$ cat src/rtl/ltcd_pkg.sv
// ----------------------------------------------------------------------------
// ltcd_pkg
// shared constants, codes and types of the tile cache directory
// ----------------------------------------------------------------------------
package ltcd_pkg;

   localparam int SLOTS_DEFAULT     = 16;
   localparam int TILE_SIDE_DEFAULT = 256;

   localparam int TILE_W   = 24;
   localparam int PIX_W    = 16;
   localparam int STAMP_W  = 64;
   localparam int CSR_AW   = 3;

   // operation codes
   localparam logic [2:0] OP_COLOUR = 3'd0;
   localparam logic [2:0] OP_LIGHT  = 3'd1;
   localparam logic [2:0] OP_FILL   = 3'd2;
   localparam logic [2:0] OP_CHECK  = 3'd3;
   localparam logic [2:0] OP_INVAL  = 3'd4;

   // result status codes
   localparam logic [2:0] ST_DISABLED   = 3'd0;
   localparam logic [2:0] ST_HIT        = 3'd1;
   localparam logic [2:0] ST_HIT_ABSENT = 3'd2;
   localparam logic [2:0] ST_MISS       = 3'd3;
   localparam logic [2:0] ST_DONE       = 3'd4;
   localparam logic [2:0] ST_DROPPED    = 3'd5;

   // register index (paddr bit 2)
   localparam logic REG_ENABLED = 1'b0;

   typedef struct packed {
      logic signed [TILE_W-1:0] tile_x;
      logic signed [TILE_W-1:0] tile_z;
      logic [PIX_W-1:0]         pixel_index;
   } tile_info_type;

   typedef struct packed {
      logic signed [TILE_W-1:0] tile_x;
      logic signed [TILE_W-1:0] tile_z;
      logic [7:0]               dimension;
      logic [31:0]              file_time;
   } tag_type;

   typedef struct packed {
      logic [2:0]               status;
      logic [3:0]               slot_out;
      logic signed [TILE_W-1:0] tile_x;
      logic signed [TILE_W-1:0] tile_z;
      logic [PIX_W-1:0]         pixel_index;
   } result_type;

endpackage

$ cat src/rtl/ltcd_channels.sv
// ----------------------------------------------------------------------------
// ltcd channels
// valid/ready request and response channels of the tile cache directory
// ----------------------------------------------------------------------------
interface ltcd_req_if;
   logic        valid;
   logic        ready;
   logic [2:0]  operation;
   logic signed [31:0] world_x;
   logic signed [31:0] world_z;
   logic [7:0]  dimension;
   logic [3:0]  slot;
   logic        file_present;
   logic [31:0] file_time;

   modport source (output valid, operation, world_x, world_z, dimension, slot,
                   file_present, file_time, input ready);
   modport sink (input valid, operation, world_x, world_z, dimension, slot,
                 file_present, file_time, output ready);
endinterface

interface ltcd_rsp_if;
   logic        valid;
   logic        ready;
   logic [2:0]  status;
   logic [3:0]  slot_out;
   logic signed [23:0] tile_x;
   logic signed [23:0] tile_z;
   logic [15:0] pixel_index;

   modport source (output valid, status, slot_out, tile_x, tile_z, pixel_index,
                   input ready);
   modport sink (input valid, status, slot_out, tile_x, tile_z, pixel_index,
                 output ready);
endinterface

$ cat src/rtl/ltcd_tile_calc.sv
// ----------------------------------------------------------------------------
// ltcd_tile_calc
// floors world coordinates to a tile and forms the in-tile pixel index
// ----------------------------------------------------------------------------
module ltcd_tile_calc #(
   parameter int TILE_SIDE = ltcd_pkg::TILE_SIDE_DEFAULT
) (
   input  logic signed [31:0]     world_x,
   input  logic signed [31:0]     world_z,
   output ltcd_pkg::tile_info_type tile
);
   localparam int SH = $clog2(TILE_SIDE);
   localparam int PW = (2 * SH > ltcd_pkg::PIX_W) ? 2 * SH : ltcd_pkg::PIX_W;

   logic signed [31:0] qx;
   logic signed [31:0] qz;
   logic [PW-1:0]      pix_wide;

   // arithmetic shift floors toward minus infinity
   assign qx = world_x >>> SH;
   assign qz = world_z >>> SH;
   assign pix_wide = PW'({world_z[SH-1:0], world_x[SH-1:0]});

   assign tile.tile_x      = qx[ltcd_pkg::TILE_W-1:0];
   assign tile.tile_z      = qz[ltcd_pkg::TILE_W-1:0];
   assign tile.pixel_index = pix_wide[ltcd_pkg::PIX_W-1:0];
endmodule

$ cat src/rtl/ltcd_csr.sv
// ----------------------------------------------------------------------------
// ltcd_csr
// apb register holding the enable bit
// ----------------------------------------------------------------------------
module ltcd_csr (
   input  logic                        clock,
   input  logic                        reset,
   input  logic                        psel,
   input  logic                        penable,
   input  logic                        pwrite,
   input  logic [ltcd_pkg::CSR_AW-1:0] paddr,
   input  logic [31:0]                 pwdata,
   output logic [31:0]                 prdata,
   output logic                        pready,
   output logic                        enabled
);
   logic enabled_ff;
   logic enabled_in;
   logic sel_enabled;

   assign sel_enabled = (paddr[2] == ltcd_pkg::REG_ENABLED);
   assign pready      = 1'b1;

   always_comb begin
      enabled_in = enabled_ff;
      if (psel && penable && pwrite && sel_enabled) begin
         enabled_in = pwdata[0];
      end
   end

   always_ff @(posedge clock) begin
      if (reset) begin
         enabled_ff <= 1'b0;
      end else begin
         enabled_ff <= enabled_in;
      end
   end

   assign prdata  = sel_enabled ? {31'd0, enabled_ff} : 32'd0;
   assign enabled = enabled_ff;
endmodule

$ cat src/rtl/ltcd_engine.sv
// ----------------------------------------------------------------------------
// ltcd_engine
// tag and stamp memories, slot scan, lru victim choice and result register
// ----------------------------------------------------------------------------
module ltcd_engine #(
   parameter int SLOTS = ltcd_pkg::SLOTS_DEFAULT
) (
   input  logic                    clock,
   input  logic                    reset,
   input  logic                    enabled,
   input  ltcd_pkg::tile_info_type tile,
   ltcd_req_if.sink                req,
   ltcd_rsp_if.source              rsp
);
   localparam int SW = (SLOTS > 1) ? $clog2(SLOTS) : 1;
   localparam int CW = SW + 1;
   localparam logic [31:0] SLOTS_U = 32'(SLOTS);

   localparam logic [2:0] S_IDLE    = 3'd0;
   localparam logic [2:0] S_SCAN    = 3'd1;
   localparam logic [2:0] S_UPD     = 3'd2;
   localparam logic [2:0] S_SLOTRD  = 3'd3;
   localparam logic [2:0] S_SLOTFIN = 3'd4;
   localparam logic [2:0] S_FIN     = 3'd5;

   // control state
   logic [2:0]          state_ff, state_in;
   logic [CW-1:0]       cnt_ff, cnt_in;
   logic                found_ff, found_in;
   logic [SLOTS-1:0]    used_ff, used_in;
   logic [SLOTS-1:0]    absent_ff, absent_in;
   logic [SLOTS-1:0]    stamp_v_ff, stamp_v_in;
   logic [63:0]         use_ctr_ff, use_ctr_in;
   logic                recent_valid_ff, recent_valid_in;
   logic [SW-1:0]       recent_slot_ff, recent_slot_in;
   logic                rsp_valid_ff, rsp_valid_in;

   // payload
   logic [2:0]          op_ff, op_in;
   logic [23:0]         tx_ff, tx_in;
   logic [23:0]         tz_ff, tz_in;
   logic [15:0]         pix_ff, pix_in;
   logic [7:0]          dim_ff, dim_in;
   logic [3:0]          slot_ff, slot_in;
   logic                present_ff, present_in;
   logic [31:0]         ftime_ff, ftime_in;
   logic [SW-1:0]       hit_ff, hit_in;
   logic [SW-1:0]       vic_ff, vic_in;
   logic [63:0]         vic_lu_ff, vic_lu_in;
   ltcd_pkg::result_type pend_ff, pend_in;
   ltcd_pkg::result_type rsp_data_ff, rsp_data_in;

   // memories
   ltcd_pkg::tag_type   tag_mem [SLOTS];
   logic [63:0]         stamp_mem [SLOTS];
   ltcd_pkg::tag_type   tag_rd_ff;
   logic [63:0]         stamp_rd_ff;
   logic [SW-1:0]       rd_addr;
   logic                tag_we;
   logic [SW-1:0]       tag_wa;
   ltcd_pkg::tag_type   tag_wd;
   logic                st_we;
   logic [SW-1:0]       st_wa;
   logic [63:0]         st_wd;

   logic                accept;
   logic                out_free;
   logic                req_slot_ok;
   logic [SW-1:0]       req_sel;
   logic [SW-1:0]       sel;

   assign req.ready   = (state_ff == S_IDLE);
   assign accept      = req.valid && (state_ff == S_IDLE);
   assign out_free    = !rsp_valid_ff || rsp.ready;
   assign req_slot_ok = ({28'd0, req.slot} < SLOTS_U);
   assign req_sel     = SW'(req.slot);
   assign sel         = SW'(slot_ff);

   always_comb begin
      logic [SW-1:0] e;
      logic [63:0]   lu;
      logic          match;
      logic          colour;
      logic          drop;
      e     = SW'(cnt_ff - CW'(1));
      lu    = stamp_v_ff[e] ? stamp_rd_ff : 64'd0;
      match = used_ff[e] && (tag_rd_ff.tile_x == tx_ff) && (tag_rd_ff.tile_z == tz_ff)
              && (tag_rd_ff.dimension == dim_ff);
      colour = (op_ff == ltcd_pkg::OP_COLOUR);
      drop  = (present_ff && (ftime_ff != tag_rd_ff.file_time))
              || (!present_ff && !absent_ff[sel]) || (present_ff && absent_ff[sel]);

      state_in        = state_ff;
      cnt_in          = cnt_ff;
      found_in        = found_ff;
      used_in         = used_ff;
      absent_in       = absent_ff;
      stamp_v_in      = stamp_v_ff;
      use_ctr_in      = use_ctr_ff;
      recent_valid_in = recent_valid_ff;
      recent_slot_in  = recent_slot_ff;
      rsp_valid_in    = rsp_valid_ff;
      op_in           = op_ff;
      tx_in           = tx_ff;
      tz_in           = tz_ff;
      pix_in          = pix_ff;
      dim_in          = dim_ff;
      slot_in         = slot_ff;
      present_in      = present_ff;
      ftime_in        = ftime_ff;
      hit_in          = hit_ff;
      vic_in          = vic_ff;
      vic_lu_in       = vic_lu_ff;
      pend_in         = pend_ff;
      rsp_data_in     = rsp_data_ff;
      rd_addr         = '0;
      tag_we          = 1'b0;
      tag_wa          = '0;
      tag_wd          = tag_rd_ff;
      st_we           = 1'b0;
      st_wa           = '0;
      st_wd           = use_ctr_ff + 64'd1;

      if (rsp_valid_ff && rsp.ready) begin
         rsp_valid_in = 1'b0;
      end

      unique case (state_ff)
         S_IDLE: begin
            if (accept) begin
               op_in      = req.operation;
               tx_in      = tile.tile_x;
               tz_in      = tile.tile_z;
               pix_in     = tile.pixel_index;
               dim_in     = req.dimension;
               slot_in    = req.slot;
               present_in = req.file_present;
               ftime_in   = req.file_time;
               pend_in    = '0;
               pend_in.status = ltcd_pkg::ST_DONE;
               state_in   = S_FIN;
               if (req.operation == ltcd_pkg::OP_COLOUR
                   || req.operation == ltcd_pkg::OP_LIGHT) begin
                  if (enabled) begin
                     cnt_in   = '0;
                     found_in = 1'b0;
                     state_in = S_SCAN;
                  end else begin
                     pend_in.status = ltcd_pkg::ST_DISABLED;
                  end
               end else if (req.operation == ltcd_pkg::OP_FILL) begin
                  pend_in.slot_out = req.slot;
                  if (req_slot_ok && used_ff[req_sel]) begin
                     state_in = S_SLOTRD;
                  end
               end else if (req.operation == ltcd_pkg::OP_CHECK) begin
                  pend_in.slot_out = req.slot;
                  if (!enabled) begin
                     pend_in.status = ltcd_pkg::ST_DISABLED;
                  end else if (req_slot_ok && used_ff[req_sel]) begin
                     state_in = S_SLOTRD;
                  end
               end else if (req.operation == ltcd_pkg::OP_INVAL) begin
                  used_in         = '0;
                  absent_in       = '0;
                  stamp_v_in      = '0;
                  use_ctr_in      = 64'd0;
                  recent_valid_in = 1'b0;
                  recent_slot_in  = '0;
               end
            end
         end
         S_SCAN: begin
            // one slot read per cycle, data of slot cnt-1 arrives now
            if (cnt_ff < CW'(SLOTS)) begin
               rd_addr = cnt_ff[SW-1:0];
            end
            if (cnt_ff != '0) begin
               if (match && !found_ff) begin
                  found_in = 1'b1;
                  hit_in   = e;
               end
               if (e == '0 || !used_ff[e] || lu < vic_lu_ff) begin
                  vic_in    = e;
                  vic_lu_in = lu;
               end
            end
            cnt_in = cnt_ff + CW'(1);
            if (cnt_ff == CW'(SLOTS)) begin
               state_in = S_UPD;
            end
         end
         S_UPD: begin
            pend_in.tile_x      = tx_ff;
            pend_in.tile_z      = tz_ff;
            pend_in.pixel_index = pix_ff;
            if (found_ff) begin
               pend_in.slot_out = 4'(hit_ff);
               // last-tile fast path leaves the stamps alone
               if (colour && recent_valid_ff && recent_slot_ff == hit_ff
                   && !absent_ff[hit_ff]) begin
                  pend_in.status = ltcd_pkg::ST_HIT;
               end else begin
                  st_we      = 1'b1;
                  st_wa      = hit_ff;
                  stamp_v_in[hit_ff] = 1'b1;
                  use_ctr_in = use_ctr_ff + 64'd1;
                  pend_in.status = absent_ff[hit_ff] ? ltcd_pkg::ST_HIT_ABSENT
                                                     : ltcd_pkg::ST_HIT;
                  if (colour) begin
                     if (absent_ff[hit_ff]) begin
                        recent_valid_in = 1'b0;
                     end else begin
                        recent_valid_in = 1'b1;
                        recent_slot_in  = hit_ff;
                     end
                  end
               end
            end else begin
               tag_we           = 1'b1;
               tag_wa           = vic_ff;
               tag_wd.tile_x    = tx_ff;
               tag_wd.tile_z    = tz_ff;
               tag_wd.dimension = dim_ff;
               tag_wd.file_time = 32'd0;
               st_we            = 1'b1;
               st_wa            = vic_ff;
               stamp_v_in[vic_ff] = 1'b1;
               used_in[vic_ff]    = 1'b1;
               absent_in[vic_ff]  = 1'b1;
               use_ctr_in       = use_ctr_ff + 64'd1;
               pend_in.status   = ltcd_pkg::ST_MISS;
               pend_in.slot_out = 4'(vic_ff);
               if (colour) begin
                  recent_valid_in = 1'b1;
                  recent_slot_in  = vic_ff;
               end
            end
            state_in = S_FIN;
         end
         S_SLOTRD: begin
            rd_addr  = sel;
            state_in = S_SLOTFIN;
         end
         S_SLOTFIN: begin
            if (op_ff == ltcd_pkg::OP_FILL) begin
               tag_we           = 1'b1;
               tag_wa           = sel;
               tag_wd.file_time = present_ff ? ftime_ff : 32'd0;
               absent_in[sel]   = !present_ff;
            end else if (drop) begin
               used_in[sel]   = 1'b0;
               pend_in.status = ltcd_pkg::ST_DROPPED;
            end
            state_in = S_FIN;
         end
         S_FIN: begin
            if (out_free) begin
               rsp_valid_in = 1'b1;
               rsp_data_in  = pend_ff;
               state_in     = S_IDLE;
            end
         end
         default: begin
            state_in = S_IDLE;
         end
      endcase
   end

   always_ff @(posedge clock) begin
      if (reset) begin
         state_ff        <= S_IDLE;
         cnt_ff          <= '0;
         found_ff        <= 1'b0;
         used_ff         <= '0;
         absent_ff       <= '0;
         stamp_v_ff      <= '0;
         use_ctr_ff      <= 64'd0;
         recent_valid_ff <= 1'b0;
         recent_slot_ff  <= '0;
         rsp_valid_ff    <= 1'b0;
      end else begin
         state_ff        <= state_in;
         cnt_ff          <= cnt_in;
         found_ff        <= found_in;
         used_ff         <= used_in;
         absent_ff       <= absent_in;
         stamp_v_ff      <= stamp_v_in;
         use_ctr_ff      <= use_ctr_in;
         recent_valid_ff <= recent_valid_in;
         recent_slot_ff  <= recent_slot_in;
         rsp_valid_ff    <= rsp_valid_in;
      end
   end

   always_ff @(posedge clock) begin
      op_ff       <= op_in;
      tx_ff       <= tx_in;
      tz_ff       <= tz_in;
      pix_ff      <= pix_in;
      dim_ff      <= dim_in;
      slot_ff     <= slot_in;
      present_ff  <= present_in;
      ftime_ff    <= ftime_in;
      hit_ff      <= hit_in;
      vic_ff      <= vic_in;
      vic_lu_ff   <= vic_lu_in;
      pend_ff     <= pend_in;
      rsp_data_ff <= rsp_data_in;
   end

   always_ff @(posedge clock) begin
      if (tag_we) begin
         tag_mem[tag_wa] <= tag_wd;
      end
      tag_rd_ff <= tag_mem[rd_addr];
   end

   always_ff @(posedge clock) begin
      if (st_we) begin
         stamp_mem[st_wa] <= st_wd;
      end
      stamp_rd_ff <= stamp_mem[rd_addr];
   end

   assign rsp.valid       = rsp_valid_ff;
   assign rsp.status      = rsp_data_ff.status;
   assign rsp.slot_out    = rsp_data_ff.slot_out;
   assign rsp.tile_x      = rsp_data_ff.tile_x;
   assign rsp.tile_z      = rsp_data_ff.tile_z;
   assign rsp.pixel_index = rsp_data_ff.pixel_index;
endmodule

$ cat src/rtl/lru_tile_cache_directory.sv
// lookup: the tag memory scan reads one slot per cycle, then the update step runs
// and the result is registered; fill and check: read-modify-write of the slot;
// other items register their result directly; one item in flight, the next is taken
// once its result is registered, while that result may still wait on the output
// reset: synchronous, active high; clearing the valid bits empties the directory
// ----------------------------------------------------------------------------
// lru_tile_cache_directory
// fully associative tile directory with timestamp lru and negative cache
// ----------------------------------------------------------------------------
module lru_tile_cache_directory #(
   parameter int SLOTS     = ltcd_pkg::SLOTS_DEFAULT,
   parameter int TILE_SIDE = ltcd_pkg::TILE_SIDE_DEFAULT
) (
   input  logic                        clock,
   input  logic                        reset,
   ltcd_req_if.sink                    req_if,
   ltcd_rsp_if.source                  rsp_if,
   input  logic                        psel,
   input  logic                        penable,
   input  logic                        pwrite,
   input  logic [ltcd_pkg::CSR_AW-1:0] paddr,
   input  logic [31:0]                 pwdata,
   output logic [31:0]                 prdata,
   output logic                        pready
);
   logic                    enabled;
   ltcd_pkg::tile_info_type tile;

   ltcd_csr u_csr (
      .clock   (clock),
      .reset   (reset),
      .psel    (psel),
      .penable (penable),
      .pwrite  (pwrite),
      .paddr   (paddr),
      .pwdata  (pwdata),
      .prdata  (prdata),
      .pready  (pready),
      .enabled (enabled)
   );

   ltcd_tile_calc #(.TILE_SIDE(TILE_SIDE)) u_tile (
      .world_x (req_if.world_x),
      .world_z (req_if.world_z),
      .tile    (tile)
   );

   ltcd_engine #(.SLOTS(SLOTS)) u_engine (
      .clock   (clock),
      .reset   (reset),
      .enabled (enabled),
      .tile    (tile),
      .req     (req_if),
      .rsp     (rsp_if)
   );

`ifndef SYNTHESIS
   a_one_in_flight: assert property (@(posedge clock) disable iff (reset)
      (req_if.valid && req_if.ready) |=> !req_if.ready)
      else $error("item accepted while another is in flight");

   a_disabled_zero: assert property (@(posedge clock) disable iff (reset)
      (rsp_if.valid && rsp_if.status == ltcd_pkg::ST_DISABLED)
      |-> (rsp_if.tile_x == 24'sd0 && rsp_if.tile_z == 24'sd0
           && rsp_if.pixel_index == 16'd0))
      else $error("disabled result carries tile fields");

   a_done_zero: assert property (@(posedge clock) disable iff (reset)
      (rsp_if.valid && (rsp_if.status == ltcd_pkg::ST_DONE
                        || rsp_if.status == ltcd_pkg::ST_DROPPED))
      |-> (rsp_if.tile_x == 24'sd0 && rsp_if.tile_z == 24'sd0
           && rsp_if.pixel_index == 16'd0))
      else $error("slot item result carries tile fields");
`endif
endmodule
$ cat src/flat_wrapper.sv
// flat-port wrapper written by rule: the top's interface ports become plain ports
module lru_tile_cache_directory_flat 
#(
   parameter int SLOTS     = ltcd_pkg::SLOTS_DEFAULT,
   parameter int TILE_SIDE = ltcd_pkg::TILE_SIDE_DEFAULT
)
  (clock, reset, psel, penable, pwrite, paddr, pwdata, prdata, pready, req_if_valid, req_if_operation, req_if_world_x, req_if_world_z, req_if_dimension, req_if_slot, req_if_file_present, req_if_file_time, req_if_ready, rsp_if_valid, rsp_if_status, rsp_if_slot_out, rsp_if_tile_x, rsp_if_tile_z, rsp_if_pixel_index, rsp_if_ready);
  ltcd_req_if req_if_i ();
  ltcd_rsp_if rsp_if_i ();
  input  logic clock;
  input  logic reset;
  input  logic psel;
  input  logic penable;
  input  logic pwrite;
  input  logic [ltcd_pkg::CSR_AW-1:0] paddr;
  input  logic [31:0] pwdata;
  output logic [31:0] prdata;
  output logic pready;
  input wire logic [$bits(req_if_i.valid)-1:0] req_if_valid;
  input wire logic [$bits(req_if_i.operation)-1:0] req_if_operation;
  input wire logic [$bits(req_if_i.world_x)-1:0] req_if_world_x;
  input wire logic [$bits(req_if_i.world_z)-1:0] req_if_world_z;
  input wire logic [$bits(req_if_i.dimension)-1:0] req_if_dimension;
  input wire logic [$bits(req_if_i.slot)-1:0] req_if_slot;
  input wire logic [$bits(req_if_i.file_present)-1:0] req_if_file_present;
  input wire logic [$bits(req_if_i.file_time)-1:0] req_if_file_time;
  output wire logic [$bits(req_if_i.ready)-1:0] req_if_ready;
  output wire logic [$bits(rsp_if_i.valid)-1:0] rsp_if_valid;
  output wire logic [$bits(rsp_if_i.status)-1:0] rsp_if_status;
  output wire logic [$bits(rsp_if_i.slot_out)-1:0] rsp_if_slot_out;
  output wire logic [$bits(rsp_if_i.tile_x)-1:0] rsp_if_tile_x;
  output wire logic [$bits(rsp_if_i.tile_z)-1:0] rsp_if_tile_z;
  output wire logic [$bits(rsp_if_i.pixel_index)-1:0] rsp_if_pixel_index;
  input wire logic [$bits(rsp_if_i.ready)-1:0] rsp_if_ready;
  assign req_if_i.valid = req_if_valid;
  assign req_if_i.operation = req_if_operation;
  assign req_if_i.world_x = req_if_world_x;
  assign req_if_i.world_z = req_if_world_z;
  assign req_if_i.dimension = req_if_dimension;
  assign req_if_i.slot = req_if_slot;
  assign req_if_i.file_present = req_if_file_present;
  assign req_if_i.file_time = req_if_file_time;
  assign req_if_ready = req_if_i.ready;
  assign rsp_if_valid = rsp_if_i.valid;
  assign rsp_if_status = rsp_if_i.status;
  assign rsp_if_slot_out = rsp_if_i.slot_out;
  assign rsp_if_tile_x = rsp_if_i.tile_x;
  assign rsp_if_tile_z = rsp_if_i.tile_z;
  assign rsp_if_pixel_index = rsp_if_i.pixel_index;
  assign rsp_if_i.ready = rsp_if_ready;
  lru_tile_cache_directory #(.SLOTS(SLOTS), .TILE_SIDE(TILE_SIDE)) u_core (.clock(clock), .reset(reset), .req_if(req_if_i), .rsp_if(rsp_if_i), .psel(psel), .penable(penable), .pwrite(pwrite), .paddr(paddr), .pwdata(pwdata), .prdata(prdata), .pready(pready));
endmodule
$ cat config.mk
export PLATFORM = sky130hd
export DESIGN_NAME = lru_tile_cache_directory_flat
export DESIGN_NICKNAME = d
export VERILOG_FILES = /design/src/rtl/ltcd_pkg.sv /design/src/rtl/ltcd_channels.sv /design/src/rtl/ltcd_tile_calc.sv /design/src/rtl/ltcd_csr.sv /design/src/rtl/ltcd_engine.sv /design/src/rtl/lru_tile_cache_directory.sv /design/src/flat_wrapper.sv
export SDC_FILE = /design/constraint.sdc
export NUM_CORES = 2
export LEC_CHECK = 0
export BUFFER_PORTS_ARGS = -buffer_cell sky130_fd_sc_hd__buf_2
export CORE_MARGIN = 2
export CORE_UTILIZATION = 30
export CTS_BUF_LIST = sky130_fd_sc_hd__clkbuf_8
export DETAILED_ROUTE_END_ITERATION = 6
export GPL_TIMING_DRIVEN = 0
export PLACE_DENSITY = 0.5
export SLEW_MARGIN = 10
export SYNTH_ARGS = -nofsm -noshare
export SYNTH_HDL_FRONTEND = slang
export SYNTH_SLANG_ARGS = --single-unit
$ cat constraint.sdc
create_clock -name clock -period 20.8 [get_ports clock]
set_clock_uncertainty 0.1 [all_clocks]
set_input_delay 4.16 -clock clock [delete_from_list [all_inputs] [get_ports clock]]
set_output_delay 4.16 -clock clock [all_outputs]
set_load 0.1 [all_outputs]
==> results.cfg <==
[critical_path]
crit_chain = buf_2 -> nor2b_1 -> buf_2
worstSetupStartpointType = primary input
crit_arrival_ns = 4.79
crit_top_cell = buf_2
end_kind = output port
r2r_cells = 19
slowest_delay_ns = 0.43
cp.required_ns = 16.54
critPathKind = primary input to output port
slowest_stage = buf_2
cp_max_fo = 2
r2r_slack_ns = 13.02

[floorplan]
io_pins = 260
die_y_um = 638
start_util_pct = 30.1
rows = 232
core_area_mm2 = 0.400
fp.dieW_um = 638
die-area_mm2 = 0.407

[synth]
syn_inst = 8648
yosysTopAreaCell = edfxtp_1
synth.top_cells.by_area = edfxtp_1, a211oi_1, dfxtp_1
synth_area_mm2 = 0.121
yosysTopAreaCellShare_pct = 68.7
netlist_top_cells_count = edfxtp_1, nand2_1, a211oi_1, and2_1, clkbuf_1
async_flop_share_pct = 0
synth-edff-count = 2758
synth_cell_types = 74
yosys_register_bits = 3038
ys.flop_type = edfxtp_1
seq_area_frac_synth_pct = 73.4
synth.avg_cell_area_um2 = 13.9
yosysMostFrequentCell = edfxtp_1
yosysWarnings = 0

[power]
comb_power_share_pct = 14.0
swShare_pct = 28.7
p_leak_nw = 48.2
power_frac_clock_pct = 34.6
vdd.ir_drop.worst_mv = 0.0671
p_int_w = 0.0103
pwr-share-seq_pct = 51.3
p_sw_w = 0.00413
p_per_area_mw_per_mm2 = 101

[detailed_routing]
dr_wl_met2_um = 181000
finalWirelength_um = 386000
drc_errors = 0
detail_route.wl_per_cell_um = 25.3
drt-met1-wl_um = 162000
wl_met3_um = 28900
top_layer = met5
num_vias = 78400
drtIter0Drc = 7629
ant_nets = 0
firstDrtPassIters = 6
routed_via_density = 5.14

[global_routing]
grt_pass1_vias = 76900
grt_use_total_pct = 18.3
antenna_found_initial = 41
grt_pass1_wl_um = 548000
grt_max_degree = 64
grt.overflow.total = 0

[cts]
cts_sinks = 3038
postCtsSetupRepairBufs = 0
path_clk_slew_ns = 0.06
cts_tree = built
hold_buffers = 0
clock_latency_ns = 1.15
cts_root_buf = clkbuf_8
cts_buffer_depth = 4
htree_num_levels = 6
cts_buffers = 521
cts_resized = 0

[timing]
slew_headroom_pct = 9.92
finalMaxSlewViolations = 0
worstMarginPinSlew_ns = 1.35
hold_viol = 0
tns_ns = 0
timing.final.crit_share_pct = 43.5
setup_violations = 0
fmax_mhz = 111
period_needed_ns = 9.05
rsz0062_at_grt = false

[worst_hold_path]
worstHoldPathCells = 0
min_path_type = flop to flop

[placement]
port_buffers = 194
dp.cells = 14300
gp_congestion = 0.868
dp_hpwl_um = 272000

[final_layout]
stdcell_count = 15300
nets = 9804
layout-drive-gt1-share_pct = 12.6
areaGrowthSynthToFinish_pct = 17.8

[outcome]
status = finished clean

[flow_run]
max_cap_violations = 0
==> metrics by stage <==
step | cell area (µm²) | setup slack, ns | hold WS [ns] | power, W | util, %
3_3_place_gp | 128000 | 4.71 | 0.301 | 0.00946 | 32.1
4_1_cts | 142000 | 11.75 | 0.308 | 0.0145 | 35.4
5_1_grt | 142000 | 11.74 | 0.314 | 0.0149 | 35.5
3_5_place_dp | 132000 | 11.75 | 0.305 | 0.00953 | 33.1
6_report | 142000 | 11.75 | 0.308 | 0.0144 | 35.5
2_1_floorplan | 121000 | 10.91 | 0.300 | 0.00858 | -
==> logic make-up (layout without fill, tap and decap cells) <==
family | count (synthesis) | after routing | synth area share [%]
muxes | 30 | 30 | 0.489
buffers and inverters | 727 | 2031 | 2.42
AOI/OAI and AO/OA | 2062 | 2062 | 11.9
DFF | 3038 | 3038 | 73.4
adders and majority gates | 68 | 68 | 0.706
xor gates and xnor gates | 152 | 152 | 1.10
and+or+nand+nor | 2569 | 2569 | 10.0
other | 2 | 58 | 0.00623
==> path summary, 6_finish.rpt <==
path                                                        startpoint                                       to
worst max-delay path                                          paddr[2]                                prdata[0]
worst min-delay path             u_core.u_engine.pend_ff[69]$_DFFE_PP_  u_core.u_engine.rsp.status[1]$_DFFE_PP_
worst max register to register  u_core.u_engine.cnt_ff[0]$_SDFFE_PP0P_  u_core.u_engine.vic_lu_ff[37]$_DFFE_PP_
worst min register to register   u_core.u_engine.pend_ff[69]$_DFFE_PP_  u_core.u_engine.rsp.status[1]$_DFFE_PP_
==> power by group through the flow <==
stage                     sequential [W]  combinational, W  clock (W)
after global routing             0.00741           0.00215    0.00534
after floorplan                  0.00755           0.00104          0
after CTS                        0.00739           0.00202    0.00509
after global placement           0.00757           0.00188          0
after detailed placement         0.00752           0.00201          0
final                            0.00739           0.00202    0.00499
==> state kept, by name, indices dropped and copies added (netlist names), 32 cells and up <==
register	count
u_core.u_engine.tag_rd_ff	88
u_core.u_engine.stamp_mem	1024
u_core.u_engine.use_ctr_ff	64
u_core.u_engine.stamp_rd_ff	64
u_core.u_engine.tag_mem	1408
u_core.u_engine.pend_ff	71
u_core.u_engine.vic_lu_ff	64
u_core.u_engine.ftime_ff	32
==> layer usage <==
metal  track usage, %  up-vias
li1                 -    34800
met1             24.3    39800
met2             29.8     3204
met3             3.43      659
met4             6.60       12
met5                0        -
==> critical path: cells and delay by family <==
family | cells | cell delay, ns
buf+inv | 2 | 0.54
simple gates | 1 | 0.09
==> cell type report <==
type,count,area [µm²]
Antenna cell,26,65.1
Tap cell,5265,6590
Inverter,93,352
Buffer,634,2630
Timing Repair Buffer,381,4540
Fill cell,38300,258000
Multi-Input combinational cell,4913,30000
Clock buffer,555,7640
Clock inverter,368,1790
Sequential cell,3038,88400
==> placed cells by master (no fill, tap or decap), drive strengths merged, types with 5 or more instances in the layout <==
cell	synthesis	final
a211oi	765	765
a21o	13	13
a21oi	400	400
a22o	79	79
a22oi	17	17
a311oi	304	304
a31oi	312	312
and2	745	745
and3	17	17
and4	7	7
buf	85	466
clkbuf	549	1104
clkinv	2	160
clkinvlp	0	15
conb	2	32
dfxtp	280	280
diode	0	26
edfxtp	2758	2758
ha	68	68
inv	91	282
mux2i	6	6
mux4	23	23
nand2	1476	1476
nand2b	18	18
nand3	41	41
nand4	51	51
nor2	127	127
nor2b	11	11
nor3	23	23
nor3b	9	9
nor4	13	13
o211ai	5	5
o21ai	94	94
o22ai	35	35
o31ai	16	16
or2	11	11
or3	7	7
xnor2	122	122
xor2	30	30
Note: power is estimated with default switching activity, not from simulation.
